===== src/design/aivs_pkg.sv =====
// ----------------------------------------------------------------------------
// aivs_pkg
// shared types, register indexes and constants of the adc channel filter
// ----------------------------------------------------------------------------
package aivs_pkg;

    localparam int NUM_CHANNELS = 6;
    localparam int CH_IDX_W     = (NUM_CHANNELS > 1) ? $clog2(NUM_CHANNELS) : 1;

    localparam int CHAN_W   = 3;
    localparam int SAMPLE_W = 12;
    localparam int DATA_W   = 16;
    localparam int REG_IDX_W = 3;

    localparam int DIV_STEPS = DATA_W;
    localparam int DIV_CNT_W = $clog2(DIV_STEPS);

    typedef logic [CH_IDX_W-1:0]  t_chidx;
    typedef logic [CHAN_W-1:0]    t_chan;
    typedef logic [DATA_W-1:0]    t_data;
    typedef logic [2*DATA_W-1:0]  t_wide;
    typedef logic [REG_IDX_W-1:0] t_reg_idx;

    localparam t_reg_idx REG_COEF_HOLD    = 3'd0;
    localparam t_reg_idx REG_COEF_NEW     = 3'd1;
    localparam t_reg_idx REG_FULL_SCALE   = 3'd2;
    localparam t_reg_idx REG_INTREF_MV    = 3'd3;
    localparam t_reg_idx REG_TYPICAL_VREF = 3'd4;
    localparam t_reg_idx REG_REF_CHANNEL  = 3'd5;

    localparam t_data RST_COEF_HOLD    = 16'd58982;
    localparam t_data RST_COEF_NEW     = 16'd6554;
    localparam t_data RST_FULL_SCALE   = 16'd4095;
    localparam t_data RST_INTREF_MV    = 16'd1210;
    localparam t_data RST_TYPICAL_VREF = 16'd3300;
    localparam t_chan RST_REF_CHANNEL  = 3'd4;

    localparam t_data DATA_MAX = '1;

    typedef struct packed {
        logic load;
        logic read;
        logic mul;
        logic sum;
        logic prod_ld;
        logic prod_cal;
        logic div_start;
        logic div_cal;
        logic vref_wr;
        logic scaled_ld;
        logic out_load;
    } t_cmd;

    typedef struct packed {
        logic is_cal;
        logic code_zero;
        logic div_done;
        logic out_free;
    } t_sts;

endpackage


===== src/design/aivs_div.sv =====
// ----------------------------------------------------------------------------
// aivs_div
// restoring divider, 32 by 16 bits, one quotient bit a cycle, saturated to 16
// ----------------------------------------------------------------------------
module aivs_div (
    input  logic           i_clk,
    input  logic           i_rst_n,
    input  logic           i_start,
    input  aivs_pkg::t_wide i_num,
    input  aivs_pkg::t_data i_den,
    output logic           o_done,
    output aivs_pkg::t_data o_quot
);
    import aivs_pkg::*;

    logic                 r_busy;
    logic                 r_done;
    logic [DIV_CNT_W-1:0] r_cnt;
    t_data                r_rem;
    t_data                r_quot;
    logic [DATA_W:0]      trial;
    logic                 fits;

    assign trial = {r_rem, r_quot[DATA_W-1]};
    assign fits  = (trial >= {1'b0, i_den});

    always_ff @(posedge i_clk) begin
        if (!i_rst_n) begin
            r_busy <= 1'b0;
            r_done <= 1'b0;
            r_cnt  <= '0;
        end else begin
            r_done <= 1'b0;
            if (i_start) begin
                if (i_num[2*DATA_W-1:DATA_W] >= i_den) begin
                    r_done <= 1'b1;
                end else begin
                    r_busy <= 1'b1;
                    r_cnt  <= '0;
                end
            end else if (r_busy) begin
                r_cnt <= r_cnt + 1'b1;
                if (r_cnt == DIV_CNT_W'(DIV_STEPS - 1)) begin
                    r_busy <= 1'b0;
                    r_done <= 1'b1;
                end
            end
        end
    end

    always_ff @(posedge i_clk) begin
        if (i_start) begin
            r_rem  <= i_num[2*DATA_W-1:DATA_W];
            r_quot <= (i_num[2*DATA_W-1:DATA_W] >= i_den) ? DATA_MAX : i_num[DATA_W-1:0];
        end else if (r_busy) begin
            r_rem  <= fits ? DATA_W'(trial - {1'b0, i_den}) : trial[DATA_W-1:0];
            r_quot <= {r_quot[DATA_W-2:0], fits};
        end
    end

    assign o_done = r_done;
    assign o_quot = r_quot;

endmodule


===== src/design/aivs_datapath.sv =====
// ----------------------------------------------------------------------------
// aivs_datapath
// config registers, filter store, multipliers, divider and output register
// ----------------------------------------------------------------------------
module aivs_datapath (
    input  logic                i_clk,
    input  logic                i_rst_n,
    input  aivs_pkg::t_cmd      i_cmd,
    output aivs_pkg::t_sts      o_sts,
    input  logic                i_cfg_we,
    input  aivs_pkg::t_reg_idx  i_cfg_index,
    input  aivs_pkg::t_data     i_cfg_data,
    input  logic                i_action,
    input  aivs_pkg::t_chan     i_channel,
    input  logic [11:0]         i_sample,
    input  logic                i_stall,
    output logic                o_valid,
    output aivs_pkg::t_chan     o_out_channel,
    output aivs_pkg::t_data     o_filtered,
    output aivs_pkg::t_data     o_scaled_mv,
    output aivs_pkg::t_data     o_vref_now,
    output logic                o_cal_error
);
    import aivs_pkg::*;

    t_data r_coef_hold;
    t_data r_coef_new;
    t_data r_full_scale;
    t_data r_intref_mv;
    t_chan r_ref_channel;
    t_data r_vref;

    t_data r_store [NUM_CHANNELS];

    logic                r_action;
    t_chan               r_chan;
    logic [SAMPLE_W-1:0] r_sample;
    logic                r_ok;
    t_data               r_code;
    t_wide               r_p1;
    logic [DATA_W+SAMPLE_W-1:0] r_p2;
    t_wide               r_prod;
    t_data               r_scaled;

    logic        r_o_valid;
    t_chan       r_o_channel;
    t_data       r_o_filtered;
    t_data       r_o_scaled;
    t_data       r_o_vref;
    logic        r_o_err;

    t_chan               sel_ch;
    logic                ch_ok;
    logic [2*DATA_W:0]   acc;
    t_data               new_code;
    t_data               div_den;
    logic                div_done;
    t_data               div_quot;

    assign sel_ch   = r_action ? r_ref_channel : r_chan;
    assign ch_ok    = ({29'd0, sel_ch} < 32'(NUM_CHANNELS));
    assign acc      = (2*DATA_W+1)'(r_p1) + (2*DATA_W+1)'(r_p2);
    assign new_code = acc[2*DATA_W] ? DATA_MAX : acc[2*DATA_W-1:DATA_W];
    assign div_den  = i_cmd.div_cal ? r_code : r_full_scale;

    aivs_div u_div (
        .i_clk   (i_clk),
        .i_rst_n (i_rst_n),
        .i_start (i_cmd.div_start),
        .i_num   (r_prod),
        .i_den   (div_den),
        .o_done  (div_done),
        .o_quot  (div_quot)
    );

    // config registers and reference voltage
    always_ff @(posedge i_clk) begin
        if (!i_rst_n) begin
            r_coef_hold    <= RST_COEF_HOLD;
            r_coef_new     <= RST_COEF_NEW;
            r_full_scale   <= RST_FULL_SCALE;
            r_intref_mv    <= RST_INTREF_MV;
            r_ref_channel  <= RST_REF_CHANNEL;
            r_vref         <= RST_TYPICAL_VREF;
        end else begin
            if (i_cmd.vref_wr) begin
                r_vref <= div_quot;
            end
            if (i_cfg_we) begin
                case (i_cfg_index)
                    REG_COEF_HOLD:    r_coef_hold  <= i_cfg_data;
                    REG_COEF_NEW:     r_coef_new   <= i_cfg_data;
                    REG_FULL_SCALE:   r_full_scale <= i_cfg_data;
                    REG_INTREF_MV:    r_intref_mv  <= i_cfg_data;
                    REG_TYPICAL_VREF: r_vref       <= i_cfg_data;
                    REG_REF_CHANNEL:  r_ref_channel <= i_cfg_data[CHAN_W-1:0];
                    default: ;
                endcase
            end
        end
    end

    // per-channel filter store
    always_ff @(posedge i_clk) begin
        if (!i_rst_n) begin
            for (int k = 0; k < NUM_CHANNELS; k++) begin
                r_store[k] <= '0;
            end
        end else if (i_cmd.sum && r_ok) begin
            r_store[t_chidx'(sel_ch)] <= new_code;
        end
    end

    // item datapath
    always_ff @(posedge i_clk) begin
        if (i_cmd.load) begin
            r_action <= i_action;
            r_chan   <= i_channel;
            r_sample <= i_sample;
        end
        if (i_cmd.read) begin
            r_ok   <= ch_ok;
            r_code <= ch_ok ? r_store[t_chidx'(sel_ch)] : '0;
        end
        if (i_cmd.mul) begin
            r_p1 <= r_coef_hold * r_code;
            r_p2 <= r_coef_new * r_sample;
        end
        if (i_cmd.sum && r_ok) begin
            r_code <= new_code;
        end
        if (i_cmd.prod_ld) begin
            r_prod <= i_cmd.prod_cal ? r_intref_mv * r_full_scale : r_code * r_vref;
        end
        if (i_cmd.scaled_ld) begin
            r_scaled <= div_quot;
        end
    end

    // output register
    always_ff @(posedge i_clk) begin
        if (!i_rst_n) begin
            r_o_valid <= 1'b0;
        end else if (i_cmd.out_load) begin
            r_o_valid <= 1'b1;
        end else if (!i_stall) begin
            r_o_valid <= 1'b0;
        end
    end

    always_ff @(posedge i_clk) begin
        if (i_cmd.out_load) begin
            r_o_channel  <= sel_ch;
            r_o_filtered <= r_code;
            r_o_scaled   <= r_scaled;
            r_o_vref     <= r_vref;
            r_o_err      <= r_action && (r_code == '0);
        end
    end

    assign o_sts.is_cal    = r_action;
    assign o_sts.code_zero = (r_code == '0);
    assign o_sts.div_done  = div_done;
    assign o_sts.out_free  = !r_o_valid || !i_stall;

    assign o_valid       = r_o_valid;
    assign o_out_channel = r_o_channel;
    assign o_filtered    = r_o_filtered;
    assign o_scaled_mv   = r_o_scaled;
    assign o_vref_now    = r_o_vref;
    assign o_cal_error   = r_o_err;

endmodule


===== src/design/aivs_ctrl.sv =====
// ----------------------------------------------------------------------------
// aivs_ctrl
// sequencer for filter update, calibration and millivolt scaling
// ----------------------------------------------------------------------------
module aivs_ctrl (
    input  logic           i_clk,
    input  logic           i_rst_n,
    input  logic           i_valid,
    output logic           o_busy,
    input  aivs_pkg::t_sts i_sts,
    output aivs_pkg::t_cmd o_cmd
);
    import aivs_pkg::*;

    typedef enum logic [3:0] {
        S_IDLE,
        S_READ,
        S_MUL,
        S_SUM,
        S_CMUL,
        S_CGO,
        S_CWAIT,
        S_SMUL,
        S_SGO,
        S_SWAIT,
        S_OUT
    } t_state;

    t_state r_state;
    t_state n_state;
    t_cmd   cmd;

    always_ff @(posedge i_clk) begin
        if (!i_rst_n) begin
            r_state <= S_IDLE;
        end else begin
            r_state <= n_state;
        end
    end

    always_comb begin
        n_state = r_state;
        cmd     = '0;
        case (r_state)
            S_IDLE: begin
                if (i_valid) begin
                    cmd.load = 1'b1;
                    n_state  = S_READ;
                end
            end
            S_READ: begin
                cmd.read = 1'b1;
                n_state  = i_sts.is_cal ? S_CMUL : S_MUL;
            end
            S_MUL: begin
                cmd.mul = 1'b1;
                n_state = S_SUM;
            end
            S_SUM: begin
                cmd.sum = 1'b1;
                n_state = S_SMUL;
            end
            S_CMUL: begin
                cmd.prod_ld  = 1'b1;
                cmd.prod_cal = 1'b1;
                n_state      = i_sts.code_zero ? S_SMUL : S_CGO;
            end
            S_CGO: begin
                cmd.div_start = 1'b1;
                cmd.div_cal   = 1'b1;
                n_state       = S_CWAIT;
            end
            S_CWAIT: begin
                cmd.div_cal = 1'b1;
                if (i_sts.div_done) begin
                    cmd.vref_wr = 1'b1;
                    n_state     = S_SMUL;
                end
            end
            S_SMUL: begin
                cmd.prod_ld = 1'b1;
                n_state     = S_SGO;
            end
            S_SGO: begin
                cmd.div_start = 1'b1;
                n_state       = S_SWAIT;
            end
            S_SWAIT: begin
                if (i_sts.div_done) begin
                    cmd.scaled_ld = 1'b1;
                    n_state       = S_OUT;
                end
            end
            S_OUT: begin
                if (i_sts.out_free) begin
                    cmd.out_load = 1'b1;
                    n_state      = S_IDLE;
                end
            end
            default: n_state = S_IDLE;
        endcase
    end

    assign o_cmd  = cmd;
    assign o_busy = (r_state != S_IDLE);

endmodule


===== src/design/adc_channel_iir_vref_scaler_top.sv =====
// ----------------------------------------------------------------------------
// adc_channel_iir_vref_scaler_top
// sample: filtered, then scaled by a divide; calibrate: vref divide, skipped on a
// zero reading, then scaled; one shared divider, skipped when a quotient saturates
// throughput: one transaction at a time, next taken the cycle after the result
// loads, even while that result waits on a stall
// reset: synchronous active low; store cleared, vref loaded with typical_vref
// ----------------------------------------------------------------------------
module adc_channel_iir_vref_scaler_top (
    input  logic               i_clk,
    input  logic               i_rst_n,
    input  logic               i_valid,
    output logic               o_stall,
    input  logic               i_action,
    input  aivs_pkg::t_chan    i_channel,
    input  logic [11:0]        i_sample,
    output logic               o_valid,
    input  logic               i_stall,
    output aivs_pkg::t_chan    o_out_channel,
    output aivs_pkg::t_data    o_filtered,
    output aivs_pkg::t_data    o_scaled_mv,
    output aivs_pkg::t_data    o_vref_now,
    output logic               o_cal_error,
    input  logic               i_cfg_valid,
    output logic               o_cfg_ready,
    input  aivs_pkg::t_reg_idx i_cfg_index,
    input  aivs_pkg::t_data    i_cfg_data
);
    import aivs_pkg::*;

    t_cmd cmd;
    t_sts sts;
    logic busy;

    assign o_stall     = busy;
    assign o_cfg_ready = 1'b1;

    aivs_ctrl u_ctrl (
        .i_clk   (i_clk),
        .i_rst_n (i_rst_n),
        .i_valid (i_valid),
        .o_busy  (busy),
        .i_sts   (sts),
        .o_cmd   (cmd)
    );

    aivs_datapath u_dp (
        .i_clk         (i_clk),
        .i_rst_n       (i_rst_n),
        .i_cmd         (cmd),
        .o_sts         (sts),
        .i_cfg_we      (i_cfg_valid && o_cfg_ready),
        .i_cfg_index   (i_cfg_index),
        .i_cfg_data    (i_cfg_data),
        .i_action      (i_action),
        .i_channel     (i_channel),
        .i_sample      (i_sample),
        .i_stall       (i_stall),
        .o_valid       (o_valid),
        .o_out_channel (o_out_channel),
        .o_filtered    (o_filtered),
        .o_scaled_mv   (o_scaled_mv),
        .o_vref_now    (o_vref_now),
        .o_cal_error   (o_cal_error)
    );

    a_busy_after_accept: assert property (@(posedge i_clk) disable iff (!i_rst_n)
        (i_valid && !o_stall) |=> o_stall)
        else $error("block not busy after transaction accepted");

    a_no_overwrite: assert property (@(posedge i_clk) disable iff (!i_rst_n)
        cmd.out_load |-> !(o_valid && i_stall))
        else $error("result register overwritten while stalled");

    a_err_zero_code: assert property (@(posedge i_clk) disable iff (!i_rst_n)
        (o_valid && o_cal_error) |-> (o_filtered == '0))
        else $error("calibration error with nonzero reading");

    a_cmd_exclusive: assert property (@(posedge i_clk) disable iff (!i_rst_n)
        $onehot0({cmd.load, cmd.out_load, cmd.div_start, cmd.vref_wr}))
        else $error("conflicting datapath commands");

endmodule

===== config.mk =====
export PLATFORM = sky130hd
export DESIGN_NAME = adc_channel_iir_vref_scaler_top
export DESIGN_NICKNAME = d
export VERILOG_FILES = /design/src/design/aivs_pkg.sv /design/src/design/aivs_div.sv /design/src/design/aivs_datapath.sv /design/src/design/aivs_ctrl.sv /design/src/design/adc_channel_iir_vref_scaler_top.sv
export SDC_FILE = /design/constraint.sdc
export NUM_CORES = 2
export LEC_CHECK = 0
export ABC_AREA = 0
export BUFFER_PORTS_ARGS = -buffer_cell sky130_fd_sc_hd__clkbuf_2
export CAP_MARGIN = 0
export CORE_MARGIN = 3
export CORE_UTILIZATION = 55
export DETAILED_ROUTE_END_ITERATION = 8
export GPL_TIMING_DRIVEN = 0
export PLACE_DENSITY_LB_ADDON = 0.08
export SKIP_CTS_REPAIR_TIMING = 1
export SLEW_MARGIN = 20
export SYNTH_ARGS = -nofsm -noshare
export SYNTH_HDL_FRONTEND = slang
export SYNTH_SLANG_ARGS = --single-unit

===== constraint.sdc =====
create_clock -name i_clk -period 7.9 [get_ports i_clk]
set_clock_uncertainty 0.1 [all_clocks]
set_input_delay 0.79 -clock i_clk [delete_from_list [all_inputs] [get_ports i_clk]]
set_output_delay 0.79 -clock i_clk [all_outputs]
set_load 0.02 [all_outputs]

After elaboration in Yosys (flattened, before gate mapping)
Memories as Yosys holds them, arrays and structs flattened.
Index checks and enable logic that the tools add are counted.

storage, ports and cells
  register bits = 319
  memory bits (writable) = 96
  bits of input ports = 40
  output and inout port bits = 55
  logic and storage cells = 139
  memories kept = 1

operators by class
  $add $sub $neg = 3
  multiply operators = 4
  magnitude comparators = 3
  equality and inequality tests = 22
  muxes and demuxes = 57
  reduce and logical (&&, ||, !) cells = 22

memory list
  memory        depth  bits a word  read ports  clocked after memory_dff  write ports  RTL line             text
  u_dp.r_store  6      16           1           0                         6            aivs_datapath.sv:33  t_data r_store [NUM_CHANNELS];

operator list
  cell                                                                    count
  16-bit two-way mux                                                      15
  16-bit by 16-bit multiplier with 32-bit output                          3
  4-bit one-hot mux with 11 select lines                                  1
  32-bit by 28-bit adder with 33-bit output                               1
  32-bit two-way mux                                                      1
  1-bit two-way mux                                                       29
  16-bit by 12-bit multiplier with 28-bit output                          1
  4-bit two-way mux                                                       7
  17-bit by 16-bit greater-or-equal comparator with 1-bit output          1
  4-bit by 3-bit equality test with 1-bit output (second input constant)  4
  4-bit equality test (second input constant)                             4
  16-bit greater-or-equal comparator                                      1
  16-bit logical NOT                                                      1
  16-bit OR reduction                                                     1
  16-bit subtractor                                                       1
  2-bit AND reduction                                                     6
  3-bit two-way mux                                                       3
  4-bit by 2-bit equality test with 1-bit output (second input constant)  2
  3-bit by 2-bit equality test with 1-bit output (second input constant)  2
  3-bit equality test (second input constant)                             2
  2-bit by 1-bit != test with 1-bit output (second input constant)        3
  2-bit != test (second input constant)                                   3
  2-bit OR reduction                                                      3
  4-bit by 1-bit adder with 4-bit output (second input constant)          1
  other kinds (12)                                                        15

Depth between registers and ports, before layout
  depth in word-level cells = 8
  mapped depth = 24
  depth with buffers taken out = 23

Modules after synthesis
Synthesis repeated with hierarchy kept, for this count alone.

second synthesis, totals
  cell total of the unflattened synthesis = 5208
  area total of the unflattened synthesis = 49660.1 µm²

modules (own cells, without submodules)
  module                           times used  cells an instance  area each (µm²)  sequential area each (µm²)
  aivs_datapath                    1           4858               46360.7          10359.9
  aivs_div                         1           289                2874.0           1081.0
  aivs_ctrl                        1           59                 414.1            80.1
  adc_channel_iir_vref_scaler_top  1           2                  11.3             0.0

Least setup slack after synthesis
Ideal clock, no wire load.

  path type = flip-flop to flip-flop
  from = register u_dp.r_full_scale[1]
  to = register u_dp.r_prod[27], data pin
  setup time = 269 ps
  arrival = 5965 ps
  data required time = 7531 ps
  path slack = 1566 ps
  stages on the path, launching flop included = 23
  path buffers = 2
  period minus slack after synthesis = 6334 ps
  path through = dfxtp_1 clkbuf_1 clkbuf_1 nand2_1 fa_1 fa_1 fa_1 inv_1 fa_1 fa_1 inv_1 fa_1 inv_1 ha_1 a21o_1 a21o_1 a221oi_1 nor2_1 o211ai_1 a21oi_1 a31oi_1 xor2_1 mux2i_1

between the ends
  longest elaborated chain between the ends = 2

RTL lines
  element                                         RTL line              text
  from (decl)                                     aivs_datapath.sv:28   t_data r_full_scale;
  from (signal assigned)                          aivs_datapath.sv:93   REG_FULL_SCALE: r_full_scale <= i_cfg_data;
  16-bit by 16-bit multiplier with 32-bit output  aivs_datapath.sv:133  r_prod <= i_cmd.prod_cal ? r_intref_mv * r_full_scale : r_code * r_vref;
  32-bit two-way mux                              aivs_datapath.sv:133
  to (signal assigned)                            aivs_datapath.sv:133
  to (decl)                                       aivs_datapath.sv:42   t_wide r_prod;

Every way passes these cells.
A chain may end at the register's enable or synchronous reset.

Worst setup path after layout
  from = register u_dp.r_vref[7]
  to = register u_dp.r_prod[31], data pin

between the ends
  longest elaborated chain between the ends = 2

RTL lines
  element                                         RTL line              text
  from (decl)                                     aivs_datapath.sv:31   t_data r_vref;
  from (signal assigned)                          aivs_datapath.sv:87   r_vref <= div_quot;
  from (signal assigned)                          aivs_datapath.sv:95   REG_TYPICAL_VREF: r_vref <= i_cfg_data;
  16-bit by 16-bit multiplier with 32-bit output  aivs_datapath.sv:133
  32-bit two-way mux                              aivs_datapath.sv:133

Every way passes these cells.

==> run metrics <==
CTS sink cnt=415; Initial DRC Count=around 2800; Final #Nets=6551; yosys warns=0; Buf+Inv Stages, Crit Path=7; core area=between 80000 and 90000 µm²; number of CTS-inserted buffers=between 40 and 50; first-pass GRT wire length=approximately 220000 µm; synthesized netlist cell count=a little over 5000; Boundary Pins=95; Synth-to-Final Area Change=7.78%; most used cell along the critical path=fa_1; CTS tree=built; number of buffers added on ports=93; vias in the first global route=between 30000 and 40000; ranking of synthesized cells by area=fa_1, edfxtp_1, ha_1, nand2_1, inv_1; clk buf depth=3; DRT Pass-1 Iters=6; H-Tree Depth=2; Clk Latency, worst-skew pair=approximately 0.65 ns; Peak Freq=131 MHz; RR Startpoint=u_dp.r_vref[7]; die width=305 µm; CP Launch Type=flip-flop; Critical Path AT=approximately 8 ns; top cell type's share of synthesized area=29.4%; Layout Cells excl Fill=6560; Placer Congestion=0.923; fin crit share=between 90% and 100%; #FFs+latches synth=415; placed cells=6468; ratio of cells with drive above 1 in the final layout=around 4.4%; Distinct cells, synth=between 70 and 80; top post-synthesis cells by count=nand2_1, inv_1, fa_1; fin crit period=between 7 and 8 ns; final setup vio count=0; EDFF count, synth=between 300 and 400; ys async rst share=0%; worst hold path depth=1; CP endpoint kind=flip-flop; Critical Setup Path Class=flip-flop to flip-flop; Hold WC Path Type=input port to flip-flop; Relative slew margins=27.4%; hold_sp=i_sample[5]; Synth area leader=fa_1; fillers=roughly 7800; post-route ant nets=0; CP delay by family, top=adder cells; Worst Hold End=u_dp.r_sample[5]; dominant synthesized flop cell=edfxtp_1; crit path max-delay cell type=fa_1; Slew @ Worst Pin=1.09 ns; mean cell area of the mapped netlist=about 9.5 µm²; Max-Cap Viols=0; Max FO, Critical Path=10; final setup TNS=0 ns; Mapped Area=between 40000 and 50000 µm²; Post-Route WL=approximately 140000 µm; r2r endpoint=u_dp.r_prod[31]; DP HPWL=about 110000 µm; GRT Util Overall=a little under a third; Slowest Stage Delay on Critical Path=between 0.5 and 0.6 ns; cell row count=around 110; RSZ-0062 raised after global routing=false; cell with the most instances after synthesis=nand2_1; Worst EP required=a little over 8 ns; grt ovf=0; largest net degree at the start of global routing=24; Clk pin slew, worst setup/hold paths=approximately 0.060 ns; drt wl/cell=21.5 µm; clock root buffer=clkbuf_16; R2R cell count=24; fin. max-slew vios=0; Starting Density=between 50 and 60%; drt drc=0; syn_nets=between 6000 and 7000; Vias/cell=~5.6; Die H=just over 300 µm; Final Hold Violating Endpoints=0; status=finished, final reports clean; CP cell instances=clkbuf_1 -> clkbuf_1 -> nand2_1 -> fa_1 -> inv_1 -> fa_1 -> inv_1 -> fa_1 -> inv_1 -> fa_1 -> fa_1 -> inv_1 -> fa_1 -> inv_1 -> ha_1 -> a21oi_1 -> nand4_1 -> a211oi_1 -> o21ai_0 -> o21ai_0 -> o2111ai_1 -> a21oi_1 -> xnor2_1 -> mux2i_1; register area share after synthesis=between 20% and 30%; die area=about 93000 µm²; vias=~37000; r2r setup slk=a little under 0.3 ns; initial antenna violation count=13
worst register-to-register path: cells and delay by family, from the launching register on:
family,cells,cell delay [ns]
multiplexers,1,0.11
XOR/XNOR,1,0.18
buffers and inverters,7,1.24
AND/OR/NAND/NOR,2,0.31
adder cells (fa/ha/maj),7,3.38
flip-flops,1,0.46
AO/OA/AOI/OAI,6,1.58
stage by stage:
step | hold WS [ns] | area, µm² | setup slack (ns) | utilization, %
after floorplan | 0.300 | 49200 | 1.57 | -
final | 0.258 | 53000 | 0.289 | 59.9
after global routing | 0.236 | 53000 | 0.00401 | 59.9
after detailed placement | 0.308 | 51400 | 0.123 | 58.1
after CTS | 0.233 | 53000 | 0.102 | 59.9
after global placement | 0.304 | 51100 | 0.0565 | 57.8
layout by cell type (no fill, tap or decap), types with 37 or more instances in the layout:
| master | n |
|---|---|
| nand2_1 | 861 |
| inv_1 | 855 |
| fa_1 | 723 |
| and2_1 | 443 |
| ha_1 | 438 |
| edfxtp_1 | 321 |
| clkbuf_1 | 231 |
| nor2_1 | 217 |
| a21oi_1 | 173 |
| o21ai_0 | 107 |
| nand3_1 | 104 |
| clkbuf_2 | 101 |
| dfxtp_1 | 93 |
| xnor2_1 | 86 |
| a21o_1 | 74 |
| mux2i_1 | 71 |
| clkbuf_16 | 50 |
| nand4_1 | 37 |
registers in the layout, indices dropped and copies added, names as in the netlist, 16 cells and up:
name	cells
u_dp.r_vref	16
u_dp.r_coef_hold	16
u_dp.o_scaled_mv	16
u_dp.u_div.r_rem	16
u_dp.r_code	16
u_dp.u_div.o_quot	16
u_dp.o_vref_now	16
u_dp.r_p1	32
u_dp.r_coef_new	16
u_dp.o_filtered	16
u_dp.r_intref_mv	16
u_dp.r_full_scale	16
u_dp.r_scaled	16
u_dp.r_p2	28
u_dp.r_prod	32
u_dp.r_store	96
area by class of cell:
cell class	count	area (µm²)	share of cell area, %
Sequential cell	415	11500	21.7
Clock buffer	64	1310	2.47
Timing Repair Buffer	112	696	1.31
Inverter	857	3220	6.07
Tap cell	1165	1460	2.75
Buffer	233	892	1.68
Multi-Input combinational cell	3683	33600	63.4
Antenna cell	6	15.0	0.0283
Clock inverter	25	294	0.555
layer usage:
metal / share of wire, % / vias to the layer above / GRT usage, %
met5: 0.024 / - / 0
met4: 5.3 / 6 / 13.6
met3: 7.1 / 365 / 4.83
met2: 46 / 1356 / 51.0
met1: 41 / 18400 / 41.9
li1: - / 16800 / -
kinds of logic (layout without fill, tap and decap cells):
kind of cell	after synthesis	in the layout	synth area share [%]
fa+ha+maj	1161	1161	40.6
other cells	1	7	0.00762
simple gates	1789	1789	17.0
mux	77	77	1.59
compound gates	534	534	6.88
buf+inv	1093	1291	8.36
flops	415	415	23.4
xor+xnor	121	121	2.15
worst max path at each step:
| stage | from | end | slack (ns) | cells after the start |
|---|---|---|---|---|
| finish | u_dp.r_vref[7] | u_dp.r_prod[31] | 0.29 | 24 |
| global route | u_dp.r_vref[7] | u_dp.r_prod[31] | 0.004 | 24 |
| CTS | u_dp.r_full_scale[8] | u_dp.r_prod[28] | 0.10 | 24 |
| detailed placement | u_dp.r_full_scale[8] | u_dp.r_prod[28] | 0.12 | 24 |
| global placement | u_dp.r_full_scale[8] | u_dp.r_prod[28] | 0.06 | 24 |
| floorplan | u_dp.r_full_scale[1] | u_dp.r_prod[27] | 1.57 | 22 |
Power is left out: the tool's default activity adds up to more than one toggle a clock period on the data nets, which glitch-free logic cannot reach.
